### config.mk
export PLATFORM = sky130hd
export DESIGN_NAME = olst_enc
export DESIGN_NICKNAME = d
export VERILOG_FILES = /design/src/hw/rtl/ordered_list_engine_unit_defines.svh /design/src/hw/rtl/olst_pkg.sv /design/src/hw/rtl/olst_enc.sv
export SDC_FILE = /design/constraint.sdc
export NUM_CORES = 1
export LEC_CHECK = 0
export BUFFER_PORTS_ARGS = -buffer_cell sky130_fd_sc_hd__clkbuf_2
export CAP_MARGIN = 20
export CORE_MARGIN = 5
export CORE_UTILIZATION = 51
export DETAILED_ROUTE_END_ITERATION = 16
export GPL_TIMING_DRIVEN = 0
export PLACE_DENSITY = 0.9
export SYNTH_ARGS = -nofsm -noshare
export SYNTH_HDL_FRONTEND = slang
export SYNTH_SLANG_ARGS = --single-unit
### constraint.sdc
create_clock -name vclk -period 3.9
set_input_delay 0.585 -clock vclk [all_inputs]
set_output_delay 0.585 -clock vclk [all_outputs]
set_load 0.01 [all_outputs]
### src/hw/rtl/ordered_list_engine_unit_defines.svh
// ---------------------------------------------------------------------------
// Ordered list engine assertion macros
// Shared forms for the concurrent checks of the ordered list engine.
// ---------------------------------------------------------------------------
`ifndef ORDERED_LIST_ENGINE_UNIT_DEFINES_SVH
`define ORDERED_LIST_ENGINE_UNIT_DEFINES_SVH

// Same-cycle implication, disabled while reset is asserted.
`define OLST_ASSERT_IMPL(lbl, clk_s, rstn_s, ante, cons, msg) \
  lbl: assert property (@(posedge clk_s) disable iff (!rstn_s) (ante) |-> (cons)) \
    else $error(msg);

// Next-cycle implication, disabled while reset is asserted.
`define OLST_ASSERT_NEXT(lbl, clk_s, rstn_s, ante, cons, msg) \
  lbl: assert property (@(posedge clk_s) disable iff (!rstn_s) (ante) |=> (cons)) \
    else $error(msg);

`endif

### src/hw/rtl/olst_pkg.sv
// ---------------------------------------------------------------------------
// Ordered list engine package
// Field widths, command and status codes, and the cell control group.
// ---------------------------------------------------------------------------
package olst_pkg;

  localparam int CMD_W     = 3;
  localparam int VAL_W     = 32;
  localparam int POS_W     = 8;
  localparam int STAT_W    = 3;
  localparam int CNT_W     = 7;
  localparam int DEPTH_DEF = 64;

  typedef enum logic [CMD_W-1:0] {
    CMD_PUSH_FRONT = 3'd0,
    CMD_PUSH_BACK  = 3'd1,
    CMD_INSERT     = 3'd2,
    CMD_POP_FRONT  = 3'd3,
    CMD_POP_BACK   = 3'd4,
    CMD_DELETE     = 3'd5,
    CMD_SEARCH     = 3'd6
  } cmd_t;

  typedef enum logic [STAT_W-1:0] {
    STAT_OK        = 3'd0,
    STAT_FULL      = 3'd1,
    STAT_EMPTY     = 3'd2,
    STAT_BAD_POS   = 3'd3,
    STAT_NOT_FOUND = 3'd4
  } status_t;

  typedef struct packed {
    logic ins;
    logic rem;
  } cell_op_t;

endpackage

### src/hw/rtl/olst_enc.sv
// ---------------------------------------------------------------------------
// Ordered list engine first-match encoder
// Isolates the lowest set match bit and encodes its slot index.
// ---------------------------------------------------------------------------
module olst_enc
  import olst_pkg::*;
#(
  parameter int DEPTH = DEPTH_DEF,
  localparam int IW   = $clog2(DEPTH)
) (
  input  logic [DEPTH-1:0] match,
  output logic             any,
  output logic [IW-1:0]    idx
);

  logic [DEPTH-1:0] low_mask;
  logic [DEPTH-1:0] first;

  // Bits up to and including the lowest set bit, then that bit alone.
  assign low_mask = match ^ (match - DEPTH'(1));
  assign first    = match & low_mask;
  assign any      = |match;

  always_comb begin
    idx = '0;
    for (int i = 0; i < DEPTH; i++) begin
      if (first[i]) begin
        idx = idx | IW'(i);
      end
    end
  end

endmodule

After elaboration in Yosys (flattened, before gate mapping)
Index checks and enable logic that the tools add are counted.

cells by class
  $add $sub $neg = 1
  reductions and logical operators = 1
  multiplexer cells = 63
  bitwise gates (word level) = 2

operators with widths
  cell                   count
  $mux 6                 32
  $mux 5                 16
  $and 64x64->64         1
  $reduce_or 64->1       1
  $sub 64x1->64 const B  1
  $xor 64x64->64         1
  $mux 4                 8
  $mux 3                 4
  $mux 2                 2
  $mux 1                 1

word-level totals
  register bits after elaboration = 0
  input port bits = 64
  word-level logic and storage cells = 67

Depth between registers and ports, before layout
  depth in word-level cells = 66
  gate-level depth with buffers = 8
  gate-level depth less buffers = 7

Worst setup path before layout
No wires, ideal clock.

  path type = input -> output
  from = input port match[21]
  to = output port idx[0]
  path buffers = 0
  data arrival time = 2.146 ns
  stages on the path = 7
  setup slack = 1.169 ns
  cells stage by stage = nor4_2 nand3b_2 nor4_4 nand2_4 o311ai_4 nor2_1 o2111ai_1

on the way
  cells in the longest elaborated chain, start to end = 46

RTL lines
  element                RTL line        text
  start: declaration     olst_enc.sv:11  input logic [DEPTH-1:0] match,
  $sub 64x1->64          olst_enc.sv:20  assign low_mask = match ^ (match - DEPTH'(1));
  $xor 64x64->64         olst_enc.sv:20
  $and 64x64->64 *       olst_enc.sv:21  assign first = match & low_mask;
  $mux 5 (11 in series)  olst_enc.sv:27  if (first[i]) begin
  $mux 6 (31 in series)  olst_enc.sv:27
  $mux 6 *               olst_enc.sv:27
  end: declaration       olst_enc.sv:13  output logic [IW-1:0] idx

Every way passes the cells marked *; elsewhere a longest branch is shown, timed or not.

Final worst setup path
  from = input port match[3]
  to = output port idx[1]

on the way
  cells in the longest elaborated chain, start to end = 64

RTL lines
  element                RTL line
  $sub 64x1->64          olst_enc.sv:20
  $xor 64x64->64         olst_enc.sv:20
  $and 64x64->64 *       olst_enc.sv:21
  $mux 2                 olst_enc.sv:27
  $mux 3 (4 in series)   olst_enc.sv:27
  $mux 4 (8 in series)   olst_enc.sv:27
  $mux 5 (16 in series)  olst_enc.sv:27
  $mux 6 (31 in series)  olst_enc.sv:27
  $mux 6 *               olst_enc.sv:27

Marked as above.

==> results.sh <==
export IMPL_detail_route_antenna_nets=0
export IMPL_post_cts_buffers=0
export IMPL_synth_top_family_by_area="simple AND/OR/NAND/NOR gates"
export IMPL_synth_cells=209
export IMPL_clock_buffers=0
export IMPL_yosysWarnings=0
export IMPL_finalHoldWorstSlack_ns=1.549
export IMPL_peakVddDrop_mv=0.04628
export IMPL_core_area_sq_um=2432
export IMPL_seq_cell_count=0
export IMPL_place_ws_ns=0.6813
export IMPL_postSynthNetCount=273
export IMPL_synth_simple_area_share_pct=68.07
export IMPL_rsz0062_at_grt="no"
export IMPL_regArea_sq_um=0
export IMPL_synthAdderAreaFrac_pct=0
export IMPL_yosys_top_cells_area="nor2_1, nor3_1, nand3_1"
export IMPL_clkPwrFrac_pct=0
export IMPL_post_dp_hpwl_microns=3898
export IMPL_area_delta_synth_final_pct=30.75
export IMPL_first_iter_violations=159
export IMPL_maxSlewViolCount=0
export IMPL_power_frac_seq_pct=0
export IMPL_nNetsFinal=346
export IMPL_drive_gt1_share_pct=33.21
export IMPL_critPathTopFamily="simple AND/OR/NAND/NOR gates"
export IMPL_grt_pass1_vias=1807
export IMPL_synth_distinct_cells=46
export IMPL_holdCritPathClass="input pin to output pin"
export IMPL_row_count=18
export IMPL_finalSetupViolCount=0
export IMPL_synth_area_per_cell_sq_um=6.112
export IMPL_antenna_found_initial=0
export IMPL_grt_usage_pct=24.89
export IMPL_finalCritPeriodShare_pct=84.79
export IMPL_ys_seq_area_share_pct=0
export IMPL_overflow=0
export IMPL_drv_cap=0
export IMPL_netSwitchingFraction_pct=58.27
export IMPL_synth_xor_area_share_pct=0
export IMPL_vias_per_cell=6.471
export IMPL_slew_headroom_pct=50.08
export IMPL_layout_min_cycle_time_ns=3.307
export IMPL_first_pass_iters=6
export IMPL_boundaryPins=71
export IMPL_critPathMaxStageDelay_ns=0.52
export IMPL_critPathArrivalTime_ns=2.72
export IMPL_worst_ep_required_time_ns=3.31
export IMPL_synth_compound_area_share_pct=28.70
export IMPL_critPathMaxFanout=10
export IMPL_end_kind="output pin"
export IMPL_fill_cells=230
export IMPL_grt_max_degree=11
export IMPL_die_x_microns=60.05
export IMPL_wl_per_cell_microns=14.46
export IMPL_hold_violations=0
export IMPL_cellPowerDensity_nw_per_um2=62.73
export IMPL_portBuffers=71
export IMPL_muxShareOfSynthArea_pct=0
export IMPL_chipHeight_microns=60.05
export IMPL_grt_first_pass_wirelength_microns=7327
export IMPL_drt_total_wl_microns=4484
export IMPL_criticalPathCategory="input pin to output pin"
export IMPL_fmax_mhz=302.4
export IMPL_vias=2006
export IMPL_worst_slack_ns=0.5933
export IMPL_power_frac_comb_pct=100.0
export IMPL_yosysTopAreaCell="nor2_1"
export IMPL_internal_power_uw=43.72
export IMPL_p_leak_nw=0.6911
export IMPL_worstSetupStartpointType="input pin"
export IMPL_initial_core_util_pct=52.52
export IMPL_synth_area_sq_um=1277
export IMPL_synth_top_area_share_pct=9.990
export IMPL_worst_path_buf_inv=3
export IMPL_antennaDiodeCount=0
export IMPL_slowest_stage="nor4_4"
export IMPL_hold_buffers=0
export IMPL_crit_chain="clkbuf_2 -> nor4_4 -> nand2_2 -> nor4_4 -> buf_6 -> nand4_1 -> o31ai_1 -> nor3_1 -> nand4b_1 -> clkbuf_2"
export IMPL_outcome="complete, no violations"
export IMPL_route_detailed_drc=0
export IMPL_dieArea_sq_um=3606
export IMPL_tightest_slew_ns=0.7299
export IMPL_switchingPower_uw=61.06
export IMPL_gp_congestion=0.9477
export IMPL_final_setup_tns_ns=0
export IMPL_cts_resized=0
[power by group through the flow]
stage	registers (mW)	clock network, mW	logic (mW)
4_1_cts	0	0	0.103
3_5_place_dp	0	0	0.103
3_3_place_gp	0	0	0.100
2_1_floorplan	0	0	0.0379
5_1_grt	0	0	0.116
6_report	0	0	0.105
[worst paths after layout]
check             cells after the start  slack, ns      start      to
setup / recovery                     10       0.59   match[3]  idx[1]
hold / removal                        3       1.55  match[42]  idx[0]
[routing by layer]
layer	vias to the layer above	GRT usage (%)	part of all wire, %
li1	974	-	-
met4	0	8.544	3.8
met2	131	41.20	46
met1	880	33.80	41
met3	21	1.512	9.8
met5	-	0	0
[synthesized netlist by cell type, types with 3 or more instances]
library cell and instances:
a211oi_1 3, a21oi_1 15, inv_1 8, nand2_1 20, nand2b_1 3, nand3_1 16
nand3b_1 3, nand4_1 9, nand4b_1 3, nor2_1 34, nor2b_1 5, nor3_1 18
nor3_2 3, nor4_1 8, nor4_2 4, nor4_4 3, o21ai_0 7, o31ai_1 6
or2_2 3, or3_1 4
[cells in the final DEF (no fill, tap or decap), types with 7 or more instances in the layout]
| cell type | instances |
|---|---|
| a21oi_1 | 15 |
| clkbuf_2 | 71 |
| inv_1 | 8 |
| nand2_1 | 20 |
| nand3_1 | 16 |
| nand4_1 | 9 |
| nor2_1 | 34 |
| nor3_1 | 18 |
| nor4_1 | 8 |
| o21ai_0 | 7 |
[final cells by class]
type | instances | area [sq um] | area share (%)
Multi-Input combinational cell | 200 | 1236 | 74.01
Timing Repair Buffer | 71 | 355.3 | 21.27
Tap cell | 30 | 37.54 | 2.247
Inverter | 8 | 30.03 | 1.798
Buffer | 1 | 11.26 | 0.6742
[logic make-up after synthesis]
group / Yosys count
simple gates: 149
compound gates: 51
buf+inv: 9
[stage by stage]
stage                     utilization (%)  instances  cell area, sq um  power, mW
final                               68.67        310              1670     0.1048
after global placement              68.67        310              1670     0.1005
after floorplan                         -        209              1277    0.03786
after detailed placement            68.67        310              1670     0.1027
after global routing                68.67        310              1670     0.1156
after CTS                           68.67        310              1670     0.1031
No activity file was read; power rests on OpenSTA's default activity.
