[src/hw/rtl/ordered_list_engine_unit_defines.svh]
// ---------------------------------------------------------------------------
// Ordered list engine assertion macros
// Shared forms for the concurrent checks of the ordered list engine.
// ---------------------------------------------------------------------------
`ifndef ORDERED_LIST_ENGINE_UNIT_DEFINES_SVH
`define ORDERED_LIST_ENGINE_UNIT_DEFINES_SVH

// Same-cycle implication, disabled while reset is asserted.
`define OLST_ASSERT_IMPL(lbl, clk_s, rstn_s, ante, cons, msg) \
  lbl: assert property (@(posedge clk_s) disable iff (!rstn_s) (ante) |-> (cons)) \
    else $error(msg);

// Next-cycle implication, disabled while reset is asserted.
`define OLST_ASSERT_NEXT(lbl, clk_s, rstn_s, ante, cons, msg) \
  lbl: assert property (@(posedge clk_s) disable iff (!rstn_s) (ante) |=> (cons)) \
    else $error(msg);

`endif

[src/hw/rtl/olst_pkg.sv]
// ---------------------------------------------------------------------------
// Ordered list engine package
// Field widths, command and status codes, and the cell control group.
// ---------------------------------------------------------------------------
package olst_pkg;

  localparam int CMD_W     = 3;
  localparam int VAL_W     = 32;
  localparam int POS_W     = 8;
  localparam int STAT_W    = 3;
  localparam int CNT_W     = 7;
  localparam int DEPTH_DEF = 64;

  typedef enum logic [CMD_W-1:0] {
    CMD_PUSH_FRONT = 3'd0,
    CMD_PUSH_BACK  = 3'd1,
    CMD_INSERT     = 3'd2,
    CMD_POP_FRONT  = 3'd3,
    CMD_POP_BACK   = 3'd4,
    CMD_DELETE     = 3'd5,
    CMD_SEARCH     = 3'd6
  } cmd_t;

  typedef enum logic [STAT_W-1:0] {
    STAT_OK        = 3'd0,
    STAT_FULL      = 3'd1,
    STAT_EMPTY     = 3'd2,
    STAT_BAD_POS   = 3'd3,
    STAT_NOT_FOUND = 3'd4
  } status_t;

  typedef struct packed {
    logic ins;
    logic rem;
  } cell_op_t;

endpackage

[src/hw/rtl/olst_cell.sv]
// ---------------------------------------------------------------------------
// Ordered list engine cell
// Holds one list slot, compares it against a search value and shifts it
// toward either neighbor to open or close a gap.
// ---------------------------------------------------------------------------
module olst_cell
  import olst_pkg::*;
#(
  parameter int DEPTH = DEPTH_DEF,
  parameter int IDX   = 0,
  localparam int CW   = $clog2(DEPTH + 1),
  localparam int IW   = $clog2(DEPTH)
) (
  input  logic             clk,
  input  logic             cmp_en,
  input  logic [VAL_W-1:0] cmp_value,
  input  logic [CW-1:0]    count,
  input  cell_op_t         op,
  input  logic [IW-1:0]    k,
  input  logic [VAL_W-1:0] load_value,
  input  logic [VAL_W-1:0] left_data,
  input  logic [VAL_W-1:0] right_data,
  output logic [VAL_W-1:0] data_r,
  output logic             match_r
);

  logic [VAL_W-1:0] data_nxt;
  logic             match_nxt;
  logic             live;

  assign live = CW'(IDX) < count;

  always_comb begin
    data_nxt  = data_r;
    match_nxt = match_r;
    if (op.ins) begin
      if (IW'(IDX) == k) begin
        data_nxt = load_value;
      end else if (IW'(IDX) > k) begin
        data_nxt = left_data;
      end
    end else if (op.rem && (IW'(IDX) >= k)) begin
      data_nxt = right_data;
    end
    if (cmp_en) begin
      match_nxt = live && (data_r == cmp_value);
    end
  end

  always_ff @(posedge clk) begin
    data_r  <= data_nxt;
    match_r <= match_nxt;
  end

endmodule

[config.mk]
export PLATFORM = sky130hd
export DESIGN_NAME = olst_cell
export DESIGN_NICKNAME = d
export VERILOG_FILES = /design/src/hw/rtl/ordered_list_engine_unit_defines.svh /design/src/hw/rtl/olst_pkg.sv /design/src/hw/rtl/olst_cell.sv
export SDC_FILE = /design/constraint.sdc
export NUM_CORES = 1
export LEC_CHECK = 0
export BUFFER_PORTS_ARGS = -buffer_cell sky130_fd_sc_hd__clkbuf_2
export CAP_MARGIN = 20
export CORE_MARGIN = 3
export CORE_UTILIZATION = 30
export CTS_CLUSTER_SIZE = 14
export DETAILED_ROUTE_END_ITERATION = 10
export PLACE_DENSITY = 0.76
export SLEW_MARGIN = 5
export SYNTH_ARGS = -nofsm -noshare
export SYNTH_HDL_FRONTEND = slang
export SYNTH_SLANG_ARGS = --single-unit
[constraint.sdc]
create_clock -name clk -period 3.1 [get_ports clk]
set_input_delay 0.62 -clock clk [delete_from_list [all_inputs] [get_ports clk]]
set_output_delay 0.62 -clock clk [all_outputs]
set_load 0.005 [all_outputs]
# == After elaboration in Yosys (flattened, before gate mapping) ==
# Cells that the tools add are included.
# W data, S select, Z words.
# totals
in_bits,145
mem_bits_ro,0
mem_count,0
elab_cells,16
regBits,33
latchBits,0
mem_bits_rw,0
output_inout_bits,33
# op_classes
eq_ne,2
shifts,0
n_bitwise,0
mul,0
n_mux,4
order_cmp,3
reduce_logical,5
add_sub_neg,0
div,0
# op_table
cell,n
$mux W32,4
$eq A32 B32 Y1,1
$lt A1 B7 Y1 const A,1
$ge A1 B6 Y1 const A,1
$gt A1 B6 Y1 const A,1
$logic_not A6 Y1,1
$ne A3 B1 Y1 const B,1
$logic_and A1 B1 Y1,2
$reduce_and A2 Y1,1
$reduce_bool A2 Y1,1

# == Longest topological paths before layout ==
# Gate-level depths: netlist (run 1).
# logic_depth
depth_word,4
depth_mapped,5
ltp_nobuf,4

# == Worst setup path after synthesis (run 1) ==
# No wires, ideal clock.
# synth_path
kind,input-to-reg
start,in k[5]
end,reg data_r[0] (enable)
cell_stages,4
arrival_time_ns,2.614
path_slack_ns,0.065
cell_sequence,nor4_2 nand2_2 buf_6 nor2_1
# synth_between
elab_chain_cells,4
# synth_lines
item,line_no,rtl
from (decl),olst_cell.sv:19,"input logic [IW-1:0] k,"
$ge A1 B6 Y1,olst_cell.sv:42,end else if (op.rem && (IW'(IDX) >= k)) begin
$logic_and A1 B1 Y1,olst_cell.sv:42,
$reduce_bool A2 Y1 (no line),n/a,
$reduce_and A2 Y1 (no line) *,n/a,
to (signal assigned),olst_cell.sv:51,data_r <= data_nxt;
to (decl),olst_cell.sv:23,"output logic [VAL_W-1:0] data_r,"
# Mark *: on every way between the ends. The rest lies on a longest branch, timed or not.
# A chain may end at the register's enable or synchronous reset.

# == Worst setup path in the final report (run 1) ==
# layout_path
start,in k[5]
end,"reg data_r[9], data pin"
# layout_between
elab_chain_cells,3
# layout_lines
item,line_no,rtl
$logic_not A6 Y1,olst_cell.sv:37,if (IW'(IDX) == k) begin
$mux W32,olst_cell.sv:37,
$mux W32,olst_cell.sv:36,if (op.ins) begin
net data_nxt[9],olst_cell.sv:27,logic [VAL_W-1:0] data_nxt;
# The timed path passes the listed nets, and every way through them passes these cells.

==> metrics.md, run 1 <==
| Metric | Value |
|---|---|
| Crit path max fanout | 19 |
| Sinks on the clock net | 33 |
| Starting DRC count in detailed routing | 32 |
| Post-Route Skew | between 0.007 and 0.008 ns |
| Floorplan die area | 0.00784 mm^2 |
| Commonest cells in the netlist | nor2_1 (35), edfxtp_1 (33), a21oi_1 (32), mux2i_1 (32), xor2_1 (28) |
| Largest net degree at the start of global routing | 37 |
| Worst-case register-to-register setup slack | 1.32 ns |
| Cell taking the most area after synthesis | edfxtp_1 |
| Die height | around 89 um |
| Die extent in x | 88.6 um |
| Routed length on met2 | 3.30 mm |
| Final setup violation count | 0 |
| Worst-case reg-to-reg path depth | 4 |
| CP max stage cell | buf_4 |
| Shortest clock period the worst path allows after layout | ~2.0 ns |
| Number of detailed-routing iterations run before antenna repair | 4 |
| Number of antenna violations at the first check in global routing | 0 |
| F_max | 495 MHz |
| Uppermost signal routing layer after detailed routing | met4 |
| Final Hold Fails | 0 |
| Most used flip-flop cell after synthesis | edfxtp_1 |
| Worst setup EP type | flop |
| DRT met1 WL | 2.32 mm |
| Total congestion overflow after global routing | 0 |
| Clock tree from TritonCTS | built |
| Number of global-route vias before repair | about 2000 |
| Setup repair after global routing missed its margin | false |
| Largest stage delay on the critical path | 0.37 ns |
| Final weighted congestion of routability-driven global placement | about 0.77 |
| Reg2Reg Launch Point | data_r[18]$_DFFE_PP_ |
| Number of synthesized register bits | 33 |
| Post-synth ARST share | 0 |
| Ratio of total power to cell area | 318 mW/mm^2 |
| HPWL Detailed | 5.40 mm |
| Worst voltage drop across the vdd grid | 0.149 mV |
| Setup Total Neg Slack | 0 ns |
| Synthesized instance count | 189 |
| Global-route wire length before repair | between 9 and 10 mm |
| Final Routed Wirelength | 6.28 mm |
| Worst hold path endpoint | match_r$_DFFE_PP_ |
| Count leader, synth | nor2_1 |
| Top-Level Pins | 178 |
| Clock latency at the later pin of the worst-skew pair | 0.28 ns |
| Type of the setup path with the least slack | in2reg |
| Main area contributors after synthesis | edfxtp_1 (48%), mux2i_1 (16%), xor2_1 (12%) |
| Final-report max-slew violation count | 0 |
| Post-CTS resize count | 0 |
| Tightest Pin Transition | 0.567 ns |
| Class of the worst hold path | in2reg |
| Cell Count, Final, Fillers Out | 444 |
| Syn Nets | between 300 and 400 |
| Antenna Nets Post-Route | 0 |
| Number of nets in the final layout | 512 |
| Share of synthesized area occupied by flip-flops and latches | 0.485 |
| Std-Cell Rows | 29 |
| Final routed wire length divided by cell count | about 14 um |
| Critical path, cell by cell | clkbuf_2, nor4_2, nand2_2, buf_4, mux2i_1, a21oi_1 |
| Area grow syn2layout | 50.7% |
| Syn avg cell area | 10.8 um^2 |
| Fraction of synthesized cell area taken by the top area cell type | 0.485 |
| Capture point of the worst reg-to-reg path | match_r$_DFFE_PP_ |
| Cts bufs inserted | 5 |
| Ratio of routed vias to standard cells | 4.68 |
| Status | completed |
| Share of cells above drive strength 1 | 0.515 |
| Data arrival time of the critical path | 2.03 ns |
| Startpoint of the worst hold path | cmp_en |
| Count of flip-flops with a built-in enable after synthesis | 33 |
| Post-synthesis instance area | 0.00204 mm^2 |
| Number of buffers inserted by port buffering | 177 |
| CP Launch Type | primary input |
| Total core area | around 0.0065 mm^2 |
| Reg clk slew, reported paths | around 0.07 ns |
| Total setup buffers inserted after CTS | 0 |
| Number of different library cells in the post-synthesis netlist | 16 |
| Number of antenna repair diodes | 0 |
| Number of filler cells placed in the layout | around 640 |
| Hold-fix buffers, CTS | 0 |
| Inst Count DP | 437 |
| CTS H-Tree Depth | 2 |
| CTS Root Buffer Type | clkbuf_8 |
| DRC violation count after routing | 0 |
| GRT Total Usage | 0.152 |
| Leakage power | between 0.0015 and 0.002 uW |
| Final cycle utilization of the critical path | 0.652 |
| Via Count | 2078 |
| Data required time of the worst path | 3.11 ns |
| Routed length on met3 | about 580 um |
| Syn. warnings | 0 |
| Initial Utilization | 0.317 |
| Number of buffers on the longest clock path | 2 |
| Worst Hold Path Cells | 1 |
| Worst rel slew slack | 0.622 |
| Count of max-cap constraint violations | 0 |
-- critical path: cells and delay by family --
family / cells / cell delay, ns
AND/OR/NAND/NOR: 2 / 0.65
buffers and inverters: 2 / 0.46
AO/OA/AOI/OAI: 1 / 0.10
multiplexers: 1 / 0.19
-- flip-flops by register name (all words and copies together), names as in the netlist --
name	count
match_r	1
data_r	32
-- how the worst max path moves through the flow --
| stage | start | end | slack [ns] | cells after the start |
|---|---|---|---|---|
| global placement | k[5] | data_r[27]$_DFFE_PP_ | 0.85 | 6 |
| global route | k[5] | data_r[11]$_DFFE_PP_ | 0.96 | 6 |
| CTS | k[5] | data_r[9]$_DFFE_PP_ | 1.05 | 6 |
| floorplan | k[5] | data_r[0]$_DFFE_PP_ | 0.06 | 4 |
| finish | k[5] | data_r[9]$_DFFE_PP_ | 1.08 | 6 |
| detailed placement | k[5] | data_r[9]$_DFFE_PP_ | 0.75 | 6 |
-- layer usage --
metal  vias up  global-route usage
met5         -                   0
met4         0              0.0453
met3         8              0.0447
met2       108               0.284
met1       921               0.164
li1       1041                   -
-- metrics by stage --
step                      power, uW  setup slack, ns  hold slack, ns   util  instance area, um^2
after floorplan                 584           0.0649           0.691      -                 2040
after global placement          692            0.855           0.740  0.465                 3000
after detailed placement        697            0.749           0.743  0.465                 3000
after CTS                       998             1.05           0.553  0.477                 3080
after global routing           1040            0.955           0.543  0.477                 3080
final                           979             1.08           0.560  0.477                 3080
-- cell families (layout without fill, tap and decap cells) --
kind of cell	after synthesis	count (layout)	share of synthesized area
compound gates	33	33	0.0832
buf+inv	10	188	0.0294
mux	32	32	0.157
simple gates	49	49	0.109
flops	33	33	0.485
xor+xnor	32	32	0.137
-- cell type report --
cell class	instances	area, um^2	area share
tap	77	96.3	0.0313
multi-input combinational	146	1000	0.325
timing repair buffer	181	916	0.297
clock inverter	1	3.75	0.00122
clock buffer	6	72.6	0.0236
sequential	33	991	0.322
-- power breakdown --
part,leakage (uW),internal (uW),total (uW),switching [uW]
combinational,0.00133,105,183,78.0
sequential,0.000309,499,502,2.96
clock,0.0000387,151,294,143
total,0.00168,756,979,224
-- cell usage in the layout, fill, tap and decap left out, drive strengths merged --
cell     instances
clkbuf         183
nand2            1
clkinv           1
buf              4
nor4             9
xor2            28
mux2i           32
nor3             1
a2111oi          1
edfxtp          33
nand3            1
nor2            35
xnor2            4
nand4            2
a21oi           32
Power figures use the tool's default switching activity.
==> inputs of run 2 (changes only) <==
Settings changed: PLACE_DENSITY 0.76 to 0.73.
Clock period 3.1 ns to 2.1 ns, I/O delays scaled along.
==> metrics.md, run 2 (same netlist as run 1, synthesis figures left out) <==
| Metric | Value |
|---|---|
| Total core area | 0.00646 mm^2 (unchanged) |
| Worst setup EP type | flop |
| Worst hold slack | 0.352 ns (-0.208 ns) |
| Std-Cell Rows | 29 (unchanged) |
| Reg2Reg Launch Point | data_r[14]$_DFFE_PP_ |
| Starting DRC count in detailed routing | 33 (+3.1%) |
| Count of max-cap constraint violations | 0 (unchanged) |
| Number of nets in the final layout | 513 (+0.20%) |
| End point of the critical path | match_r$_DFFE_PP_ |
| F_max | 592 MHz |
| Regs by FF count | data_r: 32 flops, match_r: 1 flops |
| Register name with the most flops | data_r |
| CP Launch Type | flop |
| Status | completed |
| Setup Total Neg Slack | 0 ns (unchanged) |
| Final Routed Wirelength | 6.30 mm (+0.30%) |
| Floorplan die area | 0.00784 mm^2 (unchanged) |
| CP max stage cell | nor4_1 |
| DRC violation count after routing | 0 (unchanged) |
| Capture point of the worst reg-to-reg path | match_r$_DFFE_PP_ |
| Data required time of the worst path | 2.18 ns (-0.93 ns) |
| Area grow syn2layout | 51.7% |
| Delay-heaviest family, CP | simple AND/OR/NAND/NOR gates |
| Start point of the critical path | data_r[14]$_DFFE_PP_ |
| Clock tree from TritonCTS | built |
| Worst-case register-to-register setup slack | 0.41 ns (-0.91 ns) |
| Die height | 88.6 um (unchanged) |
| HPWL Detailed | 5.45 mm (+0.90%) |
| Largest stage delay on the critical path | 0.43 ns (+0.06 ns) |
| Number of antenna violations at the first check in global routing | 0 (unchanged) |
| Max reg flops | 32 (unchanged) |
| Number of antenna repair diodes | 0 (unchanged) |
| Cts bufs inserted | 5 (unchanged) |
| Worst voltage drop across the vdd grid | 0.242 mV (+62%) |
| Final-report max-slew violation count | 0 (unchanged) |
| Number of global-route vias before repair | 1903 (-4.5%) |
| Post-Route Skew | 0.00797 ns (+0.000797 ns) |
| Final cycle utilization of the critical path | 0.804 |
| Met2 GRT Util | 0.279 (-0.00476) |
| Global-route wire length before repair | 8.81 mm (-2.1%) |
| Via Count | 2095 (+0.82%) |
| Die extent in x | 88.6 um (unchanged) |
| Reg clk slew, reported paths | 0.07 ns (about the same) |
| Least setup slack across all paths after layout | 0.411 ns (-0.668 ns) |
| Highest-count cells in the layout ignoring fill and taps | clkbuf_2 (177), nor2_1 (34), edfxtp_1 (33) |
| Leading cell type in the layout, fill and taps excluded | clkbuf_2 |
| CTS Root Buffer Type | clkbuf_8 |
| Tightest Pin Transition | 0.437 ns (-0.130 ns) |
| Total congestion overflow after global routing | 0 (unchanged) |
| Share of cells above drive strength 1 | 0.516 (+0.00132) |
| Class of the worst hold path | in2reg |
| Final weighted congestion of routability-driven global placement | 0.739 (-4.5%) |
| Layout Cell Area excl Fill | 0.00310 mm^2 (+0.65%) |
| Worst-case reg-to-reg path depth | 4 (unchanged) |
| Antenna Nets Post-Route | 0 (unchanged) |
| Final setup violation count | 0 (unchanged) |
| Largest net degree at the start of global routing | 43 (+16%) |
| Setup repair after global routing missed its margin | false |
| Stages on the worst setup path | 4 (-2) |
| Ratio of routed vias to standard cells | 4.71 (+0.59%) |
| Ratio of total power to cell area | 468 mW/mm^2 (+47%) |
| Clock latency at the later pin of the worst-skew pair | 0.28 ns (about the same) |
| Top-Level Pins | 178 (unchanged) |
| Met1 GRT Util | 0.162 (-0.00204) |
| GR Util met3 | 0.0438 (-0.000931) |
| Shortest clock period the worst path allows after layout | 1.69 ns |
| Final Hold Fails | 0 (unchanged) |
| Placement Cell Area | 0.00302 mm^2 (+0.67%) |
| Leakage power | 0.00168 uW (+0.37%) |
| Total buffers and inverters traversed by the critical path | 0 (-2) |
| GRT Total Usage | 0.151 (-0.000300) |
| Startpoint of the worst hold path | cmp_en |
| Worst rel slew slack | 0.706 (+0.0842) |
| Crit path max fanout | 2 (-17) |
| Initial Utilization | 0.317 (unchanged) |
| Hold-fix buffers, CTS | 0 (unchanged) |
| Global route hottest layer | met2 |
| Worst Hold Path Cells | 1 (unchanged) |
| Critical path, cell by cell | xor2_1, nor4_1, nand3_1, a2111oi_1 |
| Number of buffers on the longest clock path | 2 (unchanged) |
| Placement-stage worst setup slack | 0.227 ns (-0.523 ns) |
| Sinks on the clock net | 33 (unchanged) |
| Final routed wire length divided by cell count | 14.2 um (about the same) |
| CTS H-Tree Depth | 2 (unchanged) |
| Post-CTS resize count | 0 (unchanged) |
| Total setup buffers inserted after CTS | 0 (unchanged) |
| Type of the setup path with the least slack | reg2reg |
| Number of buffers inserted by port buffering | 177 (unchanged) |
| Data arrival time of the critical path | 1.77 ns (-0.26 ns) |
| Number of detailed-routing iterations run before antenna repair | 4 (unchanged) |
## run 2: worst min path at each step
stage,slack (ns),to
after global routing,0.35,match_r$_DFFE_PP_
after floorplan,0.53,match_r$_DFFE_PP_
after detailed placement,0.65,match_r$_DFFE_PP_
final,0.35,match_r$_DFFE_PP_
after CTS,0.35,match_r$_DFFE_PP_
after global placement,0.67,match_r$_DFFE_PP_
## run 2: cell type report
class	count	area (um^2)
clock buffer	6	72.6
clock inverter	1	3.75
fill	629	3360
multi-input combinational	146	1000
sequential	33	991
tap	77	96.3
timing repair buffer	182	936
## run 2: power by group
group	internal, uW	switching, uW	total [uW]
Combinational	157	116	273
Sequential	737	4.39	742
Clock	223	214	437
## run 2: through the flow
stage               utilization  total power [uW]  instances
floorplan                     -               863        189
global placement          0.468              1020        438
detailed placement        0.468              1030        438
CTS                       0.480              1480        445
global route              0.480              1530        445
finish                    0.480              1450        445
## run 2: metal layers
layer | vias to the layer above | routed length [um]
met3 | 12 | 615
met2 | 119 | 3290
met1 | 916 | 2280
li1 | 1048 | -
met5 | - | 0
met4 | 0 | 109
==> inputs of run 3 (changes only) <==
Clock period 2.1 ns to 1.75 ns, I/O delays scaled along.
==> metrics.md, run 3 (same netlist as run 1, synthesis figures left out) <==
| Metric | Value |
|---|---|
| Crit path max fanout | 2 (unchanged) |
| Total power draw | 1750 uW (+20%) |
| Global-route wire length before repair | 9.34 mm (+5.9%) |
| Final cycle utilization of the critical path | 0.955 (+0.151) |
| Type of the setup path with the least slack | reg2reg |
| Status | completed |
| Proportion of power drawn by combinational gates | 0.194 (+0.006) |
| Tightest Pin Transition | 0.441 ns (+0.00419 ns) |
| Cell Count, Final, Fillers Out | 451 (+1.3%) |
| Worst rel slew slack | 0.703 (-0.00282) |
| Clock share of power | 0.296 (-0.005) |
| Via Count | 2068 (-1.3%) |
| Largest net degree at the start of global routing | 43 (unchanged) |
| Sequential power share | 0.509 (-0.002) |
| Ratio of total power to cell area | 549 mW/mm^2 (+17%) |
| CP Launch Type | flop |
| Post-Route Skew | 0.00434 ns (-0.00363 ns) |
| Final weighted congestion of routability-driven global placement | 0.802 (+8.5%) |
| Register name with the most flops | data_r |
| Switching pwr | 401 uW (+20%) |
| GRT Total Usage | 0.157 (+0.00589) |
| Cts bufs inserted | 5 (unchanged) |
| Sinks on the clock net | 33 (unchanged) |
| Switching part of the total | 0.230 (-0.00104) |
| Regs by FF count | data_r: 32 flops, match_r: 1 flops |
| Floorplan die area | 0.00784 mm^2 (unchanged) |
| Placement Cell Area | 0.00308 mm^2 (+1.8%) |
| Number of buffers inserted by port buffering | 177 (unchanged) |
| F_max | 598 MHz (+1.1%) |
| Setup repair after global routing missed its margin | false |
| Number of detailed-routing iterations run before antenna repair | 4 (unchanged) |
| Clock tree from TritonCTS | built |
| Number of global-route vias before repair | 2057 (+8.1%) |
| Total congestion overflow after global routing | 0 (unchanged) |
| Die height | 88.6 um (unchanged) |
| Shortest clock period the worst path allows after layout | 1.67 ns (-0.0180 ns) |
| Share of cells above drive strength 1 | 0.537 (+0.0211) |
| Std-Cell Rows | 29 (unchanged) |
| Number of nets in the final layout | 519 (+1.2%) |
| Ratio of routed vias to standard cells | 4.59 (-2.6%) |
| Layout Cell Area excl Fill | 0.00318 mm^2 (+2.7%) |
| Initial Utilization | 0.317 (unchanged) |
| Top-Level Pins | 178 (unchanged) |
| Starting DRC count in detailed routing | 56 (+70%) |
| Worst setup EP type | flop |
| Worst Hold Path Cells | 1 (unchanged) |
| Worst voltage drop across the vdd grid | 0.284 mV (+17%) |
| DRC violation count after routing | 0 (unchanged) |
| Total core area | 0.00646 mm^2 (unchanged) |
| Final Hold Fails | 0 (unchanged) |
| Antenna Nets Post-Route | 0 (unchanged) |
| Leakage power | 0.00173 uW (+2.4%) |
| Data arrival time of the critical path | 1.76 ns (about the same) |
| Internal power | 1350 uW (+20%) |
| Final Routed Wirelength | 6.30 mm (about the same) |
| Number of buffers on the longest clock path | 2 (unchanged) |
| Class of the worst hold path | in2reg |
| Number of antenna violations at the first check in global routing | 0 (unchanged) |
| Worst-case reg-to-reg path depth | 5 (+1) |
| Count of max-cap constraint violations | 0 (unchanged) |
| Highest-count cells in the layout ignoring fill and taps | clkbuf_2 (177), nor2_1 (34), edfxtp_1 (33) |
| Hold-fix buffers, CTS | 0 (unchanged) |
| CTS Root Buffer Type | clkbuf_8 |
| Inst Count DP | 444 (+1.4%) |
| CTS H-Tree Depth | 2 (unchanged) |
| Leading cell type in the layout, fill and taps excluded | clkbuf_2 |
| Total setup buffers inserted after CTS | 0 (unchanged) |
| Reg clk slew, reported paths | 0.06 ns (about the same) |
| Clock latency at the later pin of the worst-skew pair | 0.27 ns (about the same) |
| Die extent in x | 88.6 um (unchanged) |
| Max reg flops | 32 (unchanged) |
| Final-report max-slew violation count | 0 (unchanged) |
| HPWL Detailed | 5.50 mm (+0.98%) |
| Final setup violation count | 0 (unchanged) |
| Final routed wire length divided by cell count | 14.0 um (-1.4%) |
| Area grow syn2layout | 55.8% |
| Data required time of the worst path | 1.83 ns (-0.35 ns) |
| Number of antenna repair diodes | 0 (unchanged) |
-- run 3: cell count changes in the layout (fill, tap and decap cells not counted), sizes merged --
cell | before | now
buf | 5 | 11
-- run 3: what timing repair did --
| action | CTS | global route |
|---|---|---|
| pin swaps | 1 | 2 |
| setup endpoints to repair | 1 | 1 |
| gates resized for setup | 4 | 1 |
| gates cloned | 0 | 0 |
| endpoints found under the hold margin | 0 | 0 |
-- run 3: power by group through the flow --
stage	combinational [uW]	clock, uW	sequential, uW
6_report	340	518	890
5_1_grt	382	580	890
4_1_cts	344	543	890
3_5_place_dp	339	0	907
3_3_place_gp	330	0	906
2_1_floorplan	130	0	907
-- run 3: metrics by stage --
step | setup TNS [ns] | hold slack [ns] | setup WS (ns) | util
after CTS | 0 | 0.284 | 0.0173 | 0.492
after floorplan | -2.75 | 0.462 | -0.0861 | -
final | 0 | 0.289 | 0.0791 | 0.493
after global routing | 0 | 0.269 | 0.00997 | 0.493
after global placement | -0.125 | 0.574 | -0.125 | 0.477
after detailed placement | -0.133 | 0.574 | -0.133 | 0.477
-- run 3: critical path: stages (launching register included) --
cell and delay [ns]:
edfxtp_1 0.42, xor2_1 0.18, nor4_2 0.31, buf_4 0.17, nand3_1 0.08, a2111oi_2 0.33
-- run 3: cell type report --
class | count | area [um^2]
Clock buffer | 6 | 72.6
Clock inverter | 1 | 3.75
Fill cell | 639 | 3270
Multi-Input combinational cell | 146 | 1040
Sequential cell | 33 | 991
Tap cell | 77 | 96.3
Timing Repair Buffer | 188 | 981
-- run 3: metal layers --
layer | GRT usage | routed length, um | vias to the layer above
met5 | 0 | 0 | -
met4 | 0.0398 | 59 | 0
met3 | 0.0428 | 559 | 8
met2 | 0.300 | 3390 | 104
met1 | 0.170 | 2290 | 905
li1 | - | - | 1051
-- run 3: path summary, 6_finish.rpt --
check                            start  slack (ns)           endpoint
setup / recovery   data_r[1]$_DFFE_PP_        0.08  match_r$_DFFE_PP_
hold / removal                  cmp_en        0.29  match_r$_DFFE_PP_
setup reg to reg   data_r[1]$_DFFE_PP_        0.08  match_r$_DFFE_PP_
hold reg to reg   data_r[19]$_DFFE_PP_        0.78  match_r$_DFFE_PP_
